File: config.mk
export PLATFORM = sky130hd
export DESIGN_NAME = frac_n_pll_register_builder_core
export DESIGN_NICKNAME = d
export VERILOG_FILES = /design/src/design/fnpll_pkg.sv /design/src/design/frac_n_pll_register_builder_core.sv /design/src/design/fnpll_front.sv /design/src/design/fnpll_queue.sv /design/src/design/fnpll_div.sv /design/src/design/fnpll_back.sv
export SDC_FILE = /design/constraint.sdc
export NUM_CORES = 2
export LEC_CHECK = 0
export BUFFER_PORTS_ARGS = -buffer_cell sky130_fd_sc_hd__buf_2
export CAP_MARGIN = 20
export CORE_MARGIN = 3
export CORE_UTILIZATION = 40
export DETAILED_ROUTE_END_ITERATION = 6
export RECOVER_POWER = 50
export SKIP_LAST_GASP = 1
export SLEW_MARGIN = 20
export SYNTH_ARGS = -nofsm -noshare
export SYNTH_HDL_FRONTEND = slang
export SYNTH_HIERARCHICAL = 1
export SYNTH_SLANG_ARGS = --single-unit
File: constraint.sdc
create_clock -name clk -period 8.45 [get_ports clk]
set_clock_uncertainty 0.05 [all_clocks]
set_input_delay 0.845 -clock clk [delete_from_list [all_inputs] [get_ports clk]]
set_output_delay 0.845 -clock clk [all_outputs]
set_load 0.02 [all_outputs]
File: src/design/fnpll_pkg.sv
`default_nettype none
package fnpll_pkg;

  // widths of the datapath
  localparam int FREQ_W     = 33;
  localparam int DIVD_W     = 34;
  localparam int PFD_W      = 22;
  localparam int REF_W      = 26;
  localparam int CFG_DATA_W = 26;
  localparam int CFG_IDX_W  = 3;

  // result status codes
  localparam logic [1:0] ST_OK   = 2'd0;
  localparam logic [1:0] ST_HIGH = 2'd1;
  localparam logic [1:0] ST_LOW  = 2'd2;

  // configuration register indexes
  localparam logic [CFG_IDX_W-1:0] REG_CHIP_VARIANT = 3'd0;
  localparam logic [CFG_IDX_W-1:0] REG_REF_CLOCK    = 3'd1;
  localparam logic [CFG_IDX_W-1:0] REG_OUT_POWER    = 3'd2;
  localparam logic [CFG_IDX_W-1:0] REG_RF_ENABLE    = 3'd3;
  localparam logic [CFG_IDX_W-1:0] REG_CHARGE_PUMP  = 3'd4;
  localparam logic [CFG_IDX_W-1:0] REG_BAND_CLK_DIV = 3'd5;
  localparam logic [CFG_IDX_W-1:0] REG_CLOCK_DIV    = 3'd6;

  // band edges of the output divider
  localparam logic [FREQ_W-1:0] F_TOO_HIGH = 33'd4400000000;
  localparam logic [FREQ_W-1:0] F_BAND0    = 33'd2200000000;
  localparam logic [FREQ_W-1:0] F_BAND1    = 33'd1100000000;
  localparam logic [FREQ_W-1:0] F_BAND2    = 33'd550000000;
  localparam logic [FREQ_W-1:0] F_BAND3    = 33'd275000000;
  localparam logic [FREQ_W-1:0] F_LOW_OLD  = 33'd137500000;
  localparam logic [FREQ_W-1:0] F_BAND5    = 33'd68750000;
  localparam logic [FREQ_W-1:0] F_LOW_NEW  = 33'd35000000;

  // reference clock limits
  localparam logic [REF_W-1:0] REF_MIN       = 26'd10000000;
  localparam logic [REF_W-1:0] REF_MAX       = 26'd50000000;
  localparam logic [REF_W-1:0] REF_DBL_BELOW = 26'd30000000;

  // floor(n / 5) = (n * RECIP_DIV5) >> RECIP_SHIFT for any 32-bit n
  localparam logic [31:0] RECIP_DIV5  = 32'hCCCC_CCCD;
  localparam int          RECIP_SHIFT = 34;

  // register reset values
  localparam logic                CHIP_VARIANT_RST = 1'b1;
  localparam logic [REF_W-1:0]    REF_CLOCK_RST    = 26'd25000000;
  localparam logic [1:0]          OUT_POWER_RST    = 2'd3;
  localparam logic                RF_ENABLE_RST    = 1'b1;
  localparam logic [3:0]          CHARGE_PUMP_RST  = 4'd15;
  localparam logic [7:0]          BAND_CLK_DIV_RST = 8'd4;
  localparam logic [11:0]         CLOCK_DIV_RST    = 12'd150;

  localparam int FRAC_MODULUS_DEF = 4095;
  localparam int QUEUE_DEPTH_DEF  = 2;

  typedef struct packed {
    logic [FREQ_W-1:0] freq;
    logic [2:0]        div_sel;
    logic [1:0]        status;
  } job_t;

  typedef struct packed {
    logic             chip_variant;
    logic [REF_W-1:0] ref_clock_hz;
    logic [1:0]       out_power;
    logic             rf_enable;
    logic [3:0]       charge_pump_code;
    logic [7:0]       band_clk_divide;
    logic [11:0]      clock_divide_value;
  } cfg_t;

endpackage
`default_nettype wire

File: src/design/frac_n_pll_register_builder_core.sv
`default_nettype none
// channel | direction | handshake            | payload
// --------+-----------+----------------------+------------------------------------
// in      | in        | in_valid / in_stall  | action, freq_hz
// out     | out       | out_valid / out_stall| reg_index, reg_word, status, last
// cfg     | in        | cfg_valid / cfg_ready| cfg_index, cfg_data
//
// a tune transaction leaves the queue, then runs the pfd multiply, two divides (load,
// 17 steps of two quotient bits, result) and emits its words, index 5 down to 0; a
// rejected frequency goes straight from the queue to its single status word; the
// back end returns to idle between transactions
// the front takes a new transaction while the queue has room; in_stall is queue full
// out_stall holds the output register and stretches the emit phase
// reset is synchronous and restores the register defaults and stored frequency 0
module frac_n_pll_register_builder_core
  import fnpll_pkg::*;
#(
  parameter int FRAC_MODULUS = FRAC_MODULUS_DEF,
  parameter int QUEUE_DEPTH  = QUEUE_DEPTH_DEF
) (
  input  wire                   clk,
  input  wire                   rst,
  // request channel
  input  wire                   in_valid,
  output logic                  in_stall,
  input  wire                   action,
  input  wire  [FREQ_W-1:0]     freq_hz,
  // control word channel
  output logic                  out_valid,
  input  wire                   out_stall,
  output logic [2:0]            reg_index,
  output logic [31:0]           reg_word,
  output logic [1:0]            status,
  output logic                  last,
  // register write channel
  input  wire                   cfg_valid,
  output logic                  cfg_ready,
  input  wire  [CFG_IDX_W-1:0]  cfg_index,
  input  wire  [CFG_DATA_W-1:0] cfg_data
);

  cfg_t cfg;
  job_t front_job;
  job_t q_job;
  logic push;
  logic pop;
  logic q_full;
  logic q_empty;

  // register writes land at any time; software is to write only while idle, which the block does not enforce
  assign cfg_ready = 1'b1;

  always_ff @(posedge clk) begin
    if (rst) begin
      cfg.chip_variant       <= CHIP_VARIANT_RST;
      cfg.ref_clock_hz       <= REF_CLOCK_RST;
      cfg.out_power          <= OUT_POWER_RST;
      cfg.rf_enable          <= RF_ENABLE_RST;
      cfg.charge_pump_code   <= CHARGE_PUMP_RST;
      cfg.band_clk_divide    <= BAND_CLK_DIV_RST;
      cfg.clock_divide_value <= CLOCK_DIV_RST;
    end else if (cfg_valid && cfg_ready) begin
      unique case (cfg_index)
        REG_CHIP_VARIANT: cfg.chip_variant       <= cfg_data[0];
        REG_REF_CLOCK:    cfg.ref_clock_hz       <= cfg_data[REF_W-1:0];
        REG_OUT_POWER:    cfg.out_power          <= cfg_data[1:0];
        REG_RF_ENABLE:    cfg.rf_enable          <= cfg_data[0];
        REG_CHARGE_PUMP:  cfg.charge_pump_code   <= cfg_data[3:0];
        REG_BAND_CLK_DIV: cfg.band_clk_divide    <= cfg_data[7:0];
        REG_CLOCK_DIV:    cfg.clock_divide_value <= cfg_data[11:0];
        default: ; // unmapped index, write dropped
      endcase
    end
  end

  // front: picks the frequency, classifies the band, keeps the stored frequency
  fnpll_front u_front (
    .clk          (clk),
    .rst          (rst),
    .in_valid     (in_valid),
    .in_stall     (in_stall),
    .action       (action),
    .freq_hz      (freq_hz),
    .chip_variant (cfg.chip_variant),
    .q_full       (q_full),
    .push         (push),
    .job          (front_job)
  );

  // short queue between classification and word building
  fnpll_queue #(
    .DEPTH (QUEUE_DEPTH)
  ) u_queue (
    .clk      (clk),
    .rst      (rst),
    .push     (push),
    .push_job (front_job),
    .pop      (pop),
    .pop_job  (q_job),
    .full     (q_full),
    .empty    (q_empty)
  );

  // back: pfd, INT / FRAC divides, word packing and output register
  fnpll_back #(
    .FRAC_MOD (FRAC_MODULUS)
  ) u_back (
    .clk       (clk),
    .rst       (rst),
    .cfg       (cfg),
    .q_empty   (q_empty),
    .q_job     (q_job),
    .pop       (pop),
    .out_valid (out_valid),
    .out_stall (out_stall),
    .reg_index (reg_index),
    .reg_word  (reg_word),
    .status    (status),
    .last      (last)
  );

endmodule
`default_nettype wire

File: src/design/fnpll_front.sv
`default_nettype none
module fnpll_front
  import fnpll_pkg::*;
(
  input  wire               clk,
  input  wire               rst,
  input  wire               in_valid,
  output logic              in_stall,
  input  wire               action,
  input  wire  [FREQ_W-1:0] freq_hz,
  input  wire               chip_variant,
  input  wire               q_full,
  output logic              push,
  output job_t              job
);

  logic [FREQ_W-1:0] stored_freq;
  logic [FREQ_W-1:0] f_sel;
  logic [2:0]        div_sel;
  logic [1:0]        status;

  assign in_stall = q_full;
  assign push     = in_valid && !q_full;
  assign f_sel    = action ? stored_freq : freq_hz;

  // band classification
  always_comb begin
    div_sel = 3'd0;
    status  = ST_OK;
    priority if (f_sel >= F_TOO_HIGH) begin
      status = ST_HIGH;
    end else if (chip_variant && f_sel <= F_LOW_NEW) begin
      status = ST_LOW;
    end else if (!chip_variant && f_sel <= F_LOW_OLD) begin
      status = ST_LOW;
    end else if (f_sel >= F_BAND0) begin
      div_sel = 3'd0;
    end else if (f_sel >= F_BAND1) begin
      div_sel = 3'd1;
    end else if (f_sel >= F_BAND2) begin
      div_sel = 3'd2;
    end else if (f_sel >= F_BAND3) begin
      div_sel = 3'd3;
    end else if (!chip_variant || f_sel >= F_LOW_OLD) begin
      div_sel = 3'd4;
    end else if (f_sel >= F_BAND5) begin
      div_sel = 3'd5;
    end else begin
      div_sel = 3'd6;
    end
  end

  assign job.freq    = f_sel;
  assign job.div_sel = div_sel;
  assign job.status  = status;

  always_ff @(posedge clk) begin
    if (rst) begin
      stored_freq <= '0;
    end else if (push && status == ST_OK) begin
      stored_freq <= f_sel;
    end
  end

endmodule
`default_nettype wire

File: src/design/fnpll_queue.sv
`default_nettype none
module fnpll_queue
  import fnpll_pkg::*;
#(
  parameter int DEPTH = QUEUE_DEPTH_DEF
) (
  input  wire   clk,
  input  wire   rst,
  input  wire   push,
  input  job_t  push_job,
  input  wire   pop,
  output job_t  pop_job,
  output logic  full,
  output logic  empty
);

  localparam int PW = (DEPTH > 1) ? $clog2(DEPTH) : 1;
  localparam int CW = $clog2(DEPTH + 1);

  job_t          mem [DEPTH];
  logic [PW-1:0] wr_ptr;
  logic [PW-1:0] rd_ptr;
  logic [CW-1:0] count;

  assign full    = (count == CW'(DEPTH));
  assign empty   = (count == '0);
  assign pop_job = mem[rd_ptr];

  always_ff @(posedge clk) begin
    if (push) begin
      mem[wr_ptr] <= push_job;
    end
  end

  always_ff @(posedge clk) begin
    if (rst) begin
      wr_ptr <= '0;
      rd_ptr <= '0;
      count  <= '0;
    end else begin
      if (push) begin
        wr_ptr <= (wr_ptr == PW'(DEPTH - 1)) ? '0 : wr_ptr + 1'b1;
      end
      if (pop) begin
        rd_ptr <= (rd_ptr == PW'(DEPTH - 1)) ? '0 : rd_ptr + 1'b1;
      end
      if (push && !pop) begin
        count <= count + 1'b1;
      end else if (pop && !push) begin
        count <= count - 1'b1;
      end
    end
  end

`ifndef SYNTHESIS
  a_no_push_full: assert property (@(posedge clk) disable iff (rst) full |-> !push)
    else $error("push into full queue");
  a_no_pop_empty: assert property (@(posedge clk) disable iff (rst) pop |-> !empty)
    else $error("pop from empty queue");
`endif

endmodule
`default_nettype wire

File: src/design/fnpll_div.sv
`default_nettype none
module fnpll_div
  import fnpll_pkg::*;
(
  input  wire               clk,
  input  wire               rst,
  input  wire               start,
  input  wire  [DIVD_W-1:0] dividend,
  input  wire  [PFD_W-1:0]  divisor,
  output logic              done,
  output logic [DIVD_W-1:0] quotient,
  output logic [PFD_W-1:0]  remainder
);

  // two restoring steps per cycle
  localparam int STEPS = DIVD_W / 2;
  localparam int CNT_W = $clog2(STEPS);

  logic              busy;
  logic [CNT_W-1:0]  cnt;
  logic [PFD_W-1:0]  dvs;
  logic [DIVD_W-1:0] q_next;
  logic [PFD_W-1:0]  r_next;

  always_comb begin
    logic [PFD_W:0] t;
    q_next = quotient;
    r_next = remainder;
    t      = '0;
    for (int i = 0; i < 2; i++) begin
      t      = {r_next, q_next[DIVD_W-1]};
      q_next = {q_next[DIVD_W-2:0], 1'b0};
      if (t >= {1'b0, dvs}) begin
        t         = t - {1'b0, dvs};
        q_next[0] = 1'b1;
      end
      r_next = t[PFD_W-1:0];
    end
  end

  always_ff @(posedge clk) begin
    if (rst) begin
      busy <= 1'b0;
      done <= 1'b0;
      cnt  <= '0;
    end else begin
      done <= 1'b0;
      if (start) begin
        busy <= 1'b1;
        cnt  <= '0;
      end else if (busy) begin
        cnt <= cnt + 1'b1;
        if (cnt == CNT_W'(STEPS - 1)) begin
          busy <= 1'b0;
          done <= 1'b1;
        end
      end
    end
  end

  always_ff @(posedge clk) begin
    if (start) begin
      quotient  <= dividend;
      remainder <= '0;
      dvs       <= divisor;
    end else if (busy) begin
      quotient  <= q_next;
      remainder <= r_next;
    end
  end

endmodule
`default_nettype wire

File: src/design/fnpll_back.sv
`default_nettype none
module fnpll_back
  import fnpll_pkg::*;
#(
  parameter int FRAC_MOD = FRAC_MODULUS_DEF
) (
  input  wire          clk,
  input  wire          rst,
  input  cfg_t         cfg,
  input  wire          q_empty,
  input  job_t         q_job,
  output logic         pop,
  output logic         out_valid,
  input  wire          out_stall,
  output logic [2:0]   reg_index,
  output logic [31:0]  reg_word,
  output logic [1:0]   status,
  output logic         last
);

  localparam logic [2:0] S_IDLE  = 3'd0;
  localparam logic [2:0] S_MUL5  = 3'd1;
  localparam logic [2:0] S_DIV1  = 3'd2;
  localparam logic [2:0] S_WAIT1 = 3'd3;
  localparam logic [2:0] S_DIV2  = 3'd4;
  localparam logic [2:0] S_WAIT2 = 3'd5;
  localparam logic [2:0] S_EMIT  = 3'd6;

  localparam logic [11:0] FM12    = 12'(FRAC_MOD);
  localparam int          MUL5_W  = 25 + 32;

  logic [2:0]        state;
  logic [2:0]        state_next;
  logic [2:0]        emit_index;
  job_t              job;
  logic [REF_W-1:0]  ref_clamp;
  logic              dbl;
  logic [REF_W:0]    ref_x;
  logic [24:0]       ref_q;
  logic [MUL5_W-1:0] mul5;
  logic [PFD_W-1:0]  pfd;
  logic [FREQ_W-1:0] prod;
  logic [DIVD_W-1:0] fmul;
  logic [15:0]       intv;
  logic [11:0]       fracv;
  logic              div_start;
  logic [DIVD_W-1:0] div_dividend;
  logic              div_done;
  logic [DIVD_W-1:0] div_quo;
  logic [PFD_W-1:0]  div_rem;
  logic              out_free;
  logic [31:0]       word_sel;

  // phase detector frequency: clamp, optional doubler, then / 20
  always_comb begin
    ref_clamp = cfg.ref_clock_hz;
    if (cfg.ref_clock_hz < REF_MIN) begin
      ref_clamp = REF_MIN;
    end else if (cfg.ref_clock_hz > REF_MAX) begin
      ref_clamp = REF_MAX;
    end
  end

  assign dbl   = (ref_clamp < REF_DBL_BELOW);
  assign ref_x = dbl ? {ref_clamp, 1'b0} : {1'b0, ref_clamp};
  assign ref_q = ref_x[REF_W:2];
  assign pfd   = mul5[PFD_W+RECIP_SHIFT-1:RECIP_SHIFT];
  assign prod  = job.freq << job.div_sel;

  assign pop          = (state == S_IDLE) && !q_empty;
  assign div_start    = (state == S_DIV1) || (state == S_DIV2);
  assign div_dividend = (state == S_DIV1) ? {1'b0, prod} : fmul;
  assign out_free     = !out_valid || !out_stall;

  fnpll_div u_div (
    .clk       (clk),
    .rst       (rst),
    .start     (div_start),
    .dividend  (div_dividend),
    .divisor   (pfd),
    .done      (div_done),
    .quotient  (div_quo),
    .remainder (div_rem)
  );

  // control word packing
  always_comb begin
    word_sel = '0;
    unique case (emit_index)
      3'd0: word_sel = {1'b0, intv, fracv, 3'd0};
      3'd1: word_sel = (32'd1 << 15) | (32'(FM12) << 3) | 32'd1;
      3'd2: word_sel = (32'(dbl) << 25) | (32'd1 << 24) | (32'd10 << 14)
                     | (32'(cfg.charge_pump_code) << 9) | (32'd1 << 8)
                     | (32'd1 << 6) | 32'd2;
      3'd3: word_sel = (32'(cfg.clock_divide_value) << 3) | 32'd3;
      3'd4: word_sel = (32'd1 << 23) | (32'(job.div_sel) << 20)
                     | (32'(cfg.band_clk_divide) << 12) | (32'd1 << 10)
                     | (32'(cfg.rf_enable) << 5) | (32'(cfg.out_power) << 3) | 32'd4;
      3'd5: word_sel = (32'd1 << 22) | (32'd3 << 19) | 32'd5;
      default: word_sel = '0;
    endcase
  end

  always_comb begin
    state_next = state;
    unique case (state)
      S_IDLE: begin
        if (!q_empty) begin
          state_next = (q_job.status == ST_OK) ? S_MUL5 : S_EMIT;
        end
      end
      S_MUL5:  state_next = S_DIV1;
      S_DIV1:  state_next = S_WAIT1;
      S_WAIT1: state_next = div_done ? S_DIV2 : S_WAIT1;
      S_DIV2:  state_next = S_WAIT2;
      S_WAIT2: state_next = div_done ? S_EMIT : S_WAIT2;
      S_EMIT: begin
        if (out_free && (job.status != ST_OK || emit_index == 3'd0)) begin
          state_next = S_IDLE;
        end
      end
      default: state_next = S_IDLE;
    endcase
  end

  always_ff @(posedge clk) begin
    if (rst) begin
      state      <= S_IDLE;
      emit_index <= '0;
      out_valid  <= 1'b0;
    end else begin
      state <= state_next;
      if (state == S_WAIT2 && div_done) begin
        emit_index <= 3'd5;
      end
      if (state == S_EMIT && out_free) begin
        out_valid <= 1'b1;
        if (job.status == ST_OK && emit_index != 3'd0) begin
          emit_index <= emit_index - 1'b1;
        end
      end else if (!out_stall) begin
        out_valid <= 1'b0;
      end
    end
  end

  // datapath and output payload
  always_ff @(posedge clk) begin
    if (pop) begin
      job <= q_job;
    end
    if (state == S_MUL5) begin
      mul5 <= MUL5_W'(ref_q) * MUL5_W'(RECIP_DIV5);
    end
    if (state == S_WAIT1 && div_done) begin
      intv <= div_quo[15:0];
      fmul <= DIVD_W'(div_rem) * DIVD_W'(FM12);
    end
    if (state == S_WAIT2 && div_done) begin
      fracv <= div_quo[11:0];
    end
    if (state == S_EMIT && out_free) begin
      if (job.status == ST_OK) begin
        reg_index <= emit_index;
        reg_word  <= word_sel;
        status    <= ST_OK;
        last      <= (emit_index == 3'd0);
      end else begin
        reg_index <= 3'd0;
        reg_word  <= '0;
        status    <= job.status;
        last      <= 1'b1;
      end
    end
  end

`ifndef SYNTHESIS
  a_err_single: assert property (@(posedge clk) disable iff (rst)
      out_valid && status != ST_OK |-> last && reg_index == 3'd0 && reg_word == '0)
    else $error("rejected transaction not a single empty word");
  a_last_index: assert property (@(posedge clk) disable iff (rst)
      out_valid && last |-> reg_index == 3'd0)
    else $error("last word is not index 0");
  a_div_state: assert property (@(posedge clk) disable iff (rst)
      div_done |-> state == S_WAIT1 || state == S_WAIT2)
    else $error("divider finished outside a wait state");
`endif

endmodule
`default_nettype wire

==> flow_metrics.tcl <==
set metrics [dict create \
    gr-total-overflow 0 \
    final_cell_mix "inv_1, ha_1, fa_1, edfxtp_1, nor2_1" \
    die-area_um2 95100 \
    antenna_found_initial 0 \
    routabilityCongestion 0.933 \
    muxShareOfSynthArea_pct 8.32 \
    synth_top_family_by_area "adder cells" \
    drt_iter0_markers 1801 \
    numCtsBuffers 46 \
    area_growth_pct 11.2 \
    drt_pre_antenna_iters 5 \
    fillers 8621 \
    worst_slew_pin_slew_ps 3980 \
    fin_crit_sh_pct 97.0 \
    critPathSlowestCell "or4b_2" \
    ys_ff_latch 419 \
    fmax_mhz 122 \
    cp_common_cell "fa_1" \
    drive_above_1_share_pct 12.5 \
    io_buffers 106 \
    end_kind "flip-flop" \
    hold_slack_ps 360 \
    row_count 110 \
    clock_path_buffers 3 \
    mostFrequentLayoutCell "inv_1" \
    violations "max-capacitance violations, max-slew violations" \
    synth_compound_area_share_pct 11.5 \
    fin_util_pct 45.1 \
    avgSynthCellArea_um2 10.4 \
    critical_path_class "flip-flop to flip-flop" \
    final_nets 4403 \
    r2r-start "cfg[27]" \
    via_per_inst 5.35 \
    cts_tree "done" \
    ant_nets 0 \
    start_kind "flip-flop" \
    holdCritPathClass "flip-flop to flip-flop" \
    setup_viol 0 \
    layout_min_cycle_time_ps 8200 \
    cp_data_arrival_time_ps 8470 \
    cts-root-buf "clkbuf_16" \
    cts.sinks 419 \
    synth.cell_area_um2 36600 \
    avgRoutedWirePerCell_um 19.5 \
    grt_pass1_vias 26200 \
    ios 109 \
    initial_core_util_pct 40.5 \
    dieHeight_um 308 \
    ys.flop_type "edfxtp_1" \
    r2r_cells 31 \
    via_count 26100 \
    route.detailed.drc 0 \
    n_antenna_cell 0 \
    clock_latency_ps 610 \
    wirelength_um 95300 \
    hold_viol 0 \
    grt_pass1_wl_um 151000 \
    final_area_um2 40700 \
    slew_headroom_pct -165 \
    async_reset_ff_share_pct 0 \
    yosys.cell_types.count 109 \
    track_usage_pct 20.1 \
    htreeDepth 2 \
    crit_required_ps 8720 \
    grt_max_degree 105 \
    ys_seq_area_share_pct 30.9 \
    clkSlewWorstSetupHoldPaths_ps 60 \
    maxCapViolations 6 \
    core-area_um2 90300 \
    synthSimpleGateAreaFrac_pct 11.1 \
    startpoint "cfg[27]" \
    finalMaxSlewViolations 323 \
    crit_fanout 5 \
    dpl_cell_area_um2 39000 \
    synth_edf_count 291 \
    dieWidth_um 308 \
    outcome "complete, but fails checks" \
    ff2ff_setup_slack_ps 250 \
    cp-endpoint "u_back/mul5[47]" \
    hpwl_um 76300 \
    cpPeakStageDelay_ps 670 \
    synth_xor_xnor_area_share_pct 2.30 \
    reg2reg_to "u_back/mul5[47]" \
    ys_warn_count 6 \
    synthCells 3509 \
    synthAdderAreaFrac_pct 29.1 \
]
per-layer routing:
layer,track usage [%],up-vias,share of wire (%)
met5,0,-,0
met4,4.18,0,2.1
met3,2.97,115,5.2
met2,32.0,690,46
met1,29.2,12800,47
li1,-,12500,-
synthesized netlist by cell type, types with 74 or more instances:
library cell	instances	area [um2]
a21oi_1	183	916
dfxtp_1	128	2560
mux2_2	113	1270
nand2_1	224	841
fa_1	325	6510
inv_1	504	1890
a21o_1	74	556
edfxtp_1	291	8740
nor2_1	228	856
ha_1	330	4130
o21ai_0	93	465
mux2i_1	141	1410
how the worst min path moves through the flow:
stage / start / end / slack [ps] / depth (start not counted)
floorplan: u_back/mul5[34] / u_back/u_div/dvs[0] / 350 / 0
global placement: u_back/mul5[37] / u_back/u_div/dvs[3] / 350 / 0
detailed placement: u_back/mul5[45] / u_back/u_div/dvs[11] / 350 / 0
CTS: u_back/mul5[40] / u_back/u_div/dvs[6] / 360 / 0
global route: u_back/mul5[39] / u_back/u_div/dvs[5] / 370 / 0
finish: u_back/mul5[40] / u_back/u_div/dvs[6] / 360 / 0
registers in the layout, indices dropped and copies added, names as in the netlist, 2 cells and up, named ones only:
signal,count
u_back/reg_index,3
u_back/intv,16
u_back/u_div/dvs,22
u_back/fracv,12
u_queue/count,2
u_back/job,38
u_back/mul5,22
u_back/reg_word,31
u_back/u_div/remainder,22
cfg,54
u_back/u_div/cnt,5
u_front/stored_freq,33
u_back/state,3
u_queue/mem,76
u_back/u_div/quotient,34
u_back/status,2
u_back/fmul,34
u_back/emit_index,3
cell type report:
cell class | instances | area, um2 | share of cell area [%]
multi-input cells | 2469 | 23000 | 56.6
flip-flops and latches | 419 | 11300 | 27.8
inverters | 507 | 1900 | 4.68
repair buffers | 237 | 1480 | 3.64
well taps | 1176 | 1470 | 3.62
clock buffers | 62 | 1270 | 3.12
clock inverters | 21 | 246 | 0.606
kinds of logic after synthesis:
group           after synthesis
xor+xnor                     96
compound gates              629
fa+ha+maj                   655
simple gates                815
flops                       419
other cells                   2
mux                         270
buf+inv                     623
per-stage QoR:
step,worst slack (ps),setup TNS [ps],instances
after floorplan,220,0,3511
after global placement,80.0,0,4798
after detailed placement,-101,-233,4798
after CTS,36.7,0,4881
after global routing,-42.3,-119,4891
final,254,0,4891
worst max-delay path, delay by kind of cell, from the launching register on:
family                     cells  cell delay [ps]
and+or+nand+nor               10             1960
AOI/OAI and AO/OA              7             1330
buffers and inverters          5              440
xor gates and xnor gates       1               90
adders and majority gates      8             3780
DFF                            1              300
what timing repair did:
item                       CTS  global route
pin swaps                    0            20
hold endpoints to repair     0             0
gates resized for setup      3            46
setup buffers                0             9
hold buffers                 0             0
setup endpoints to repair    3            20
Power is left out: the tool's default activity adds up to more than one toggle a clock period on the data nets, which glitch-free logic cannot reach.
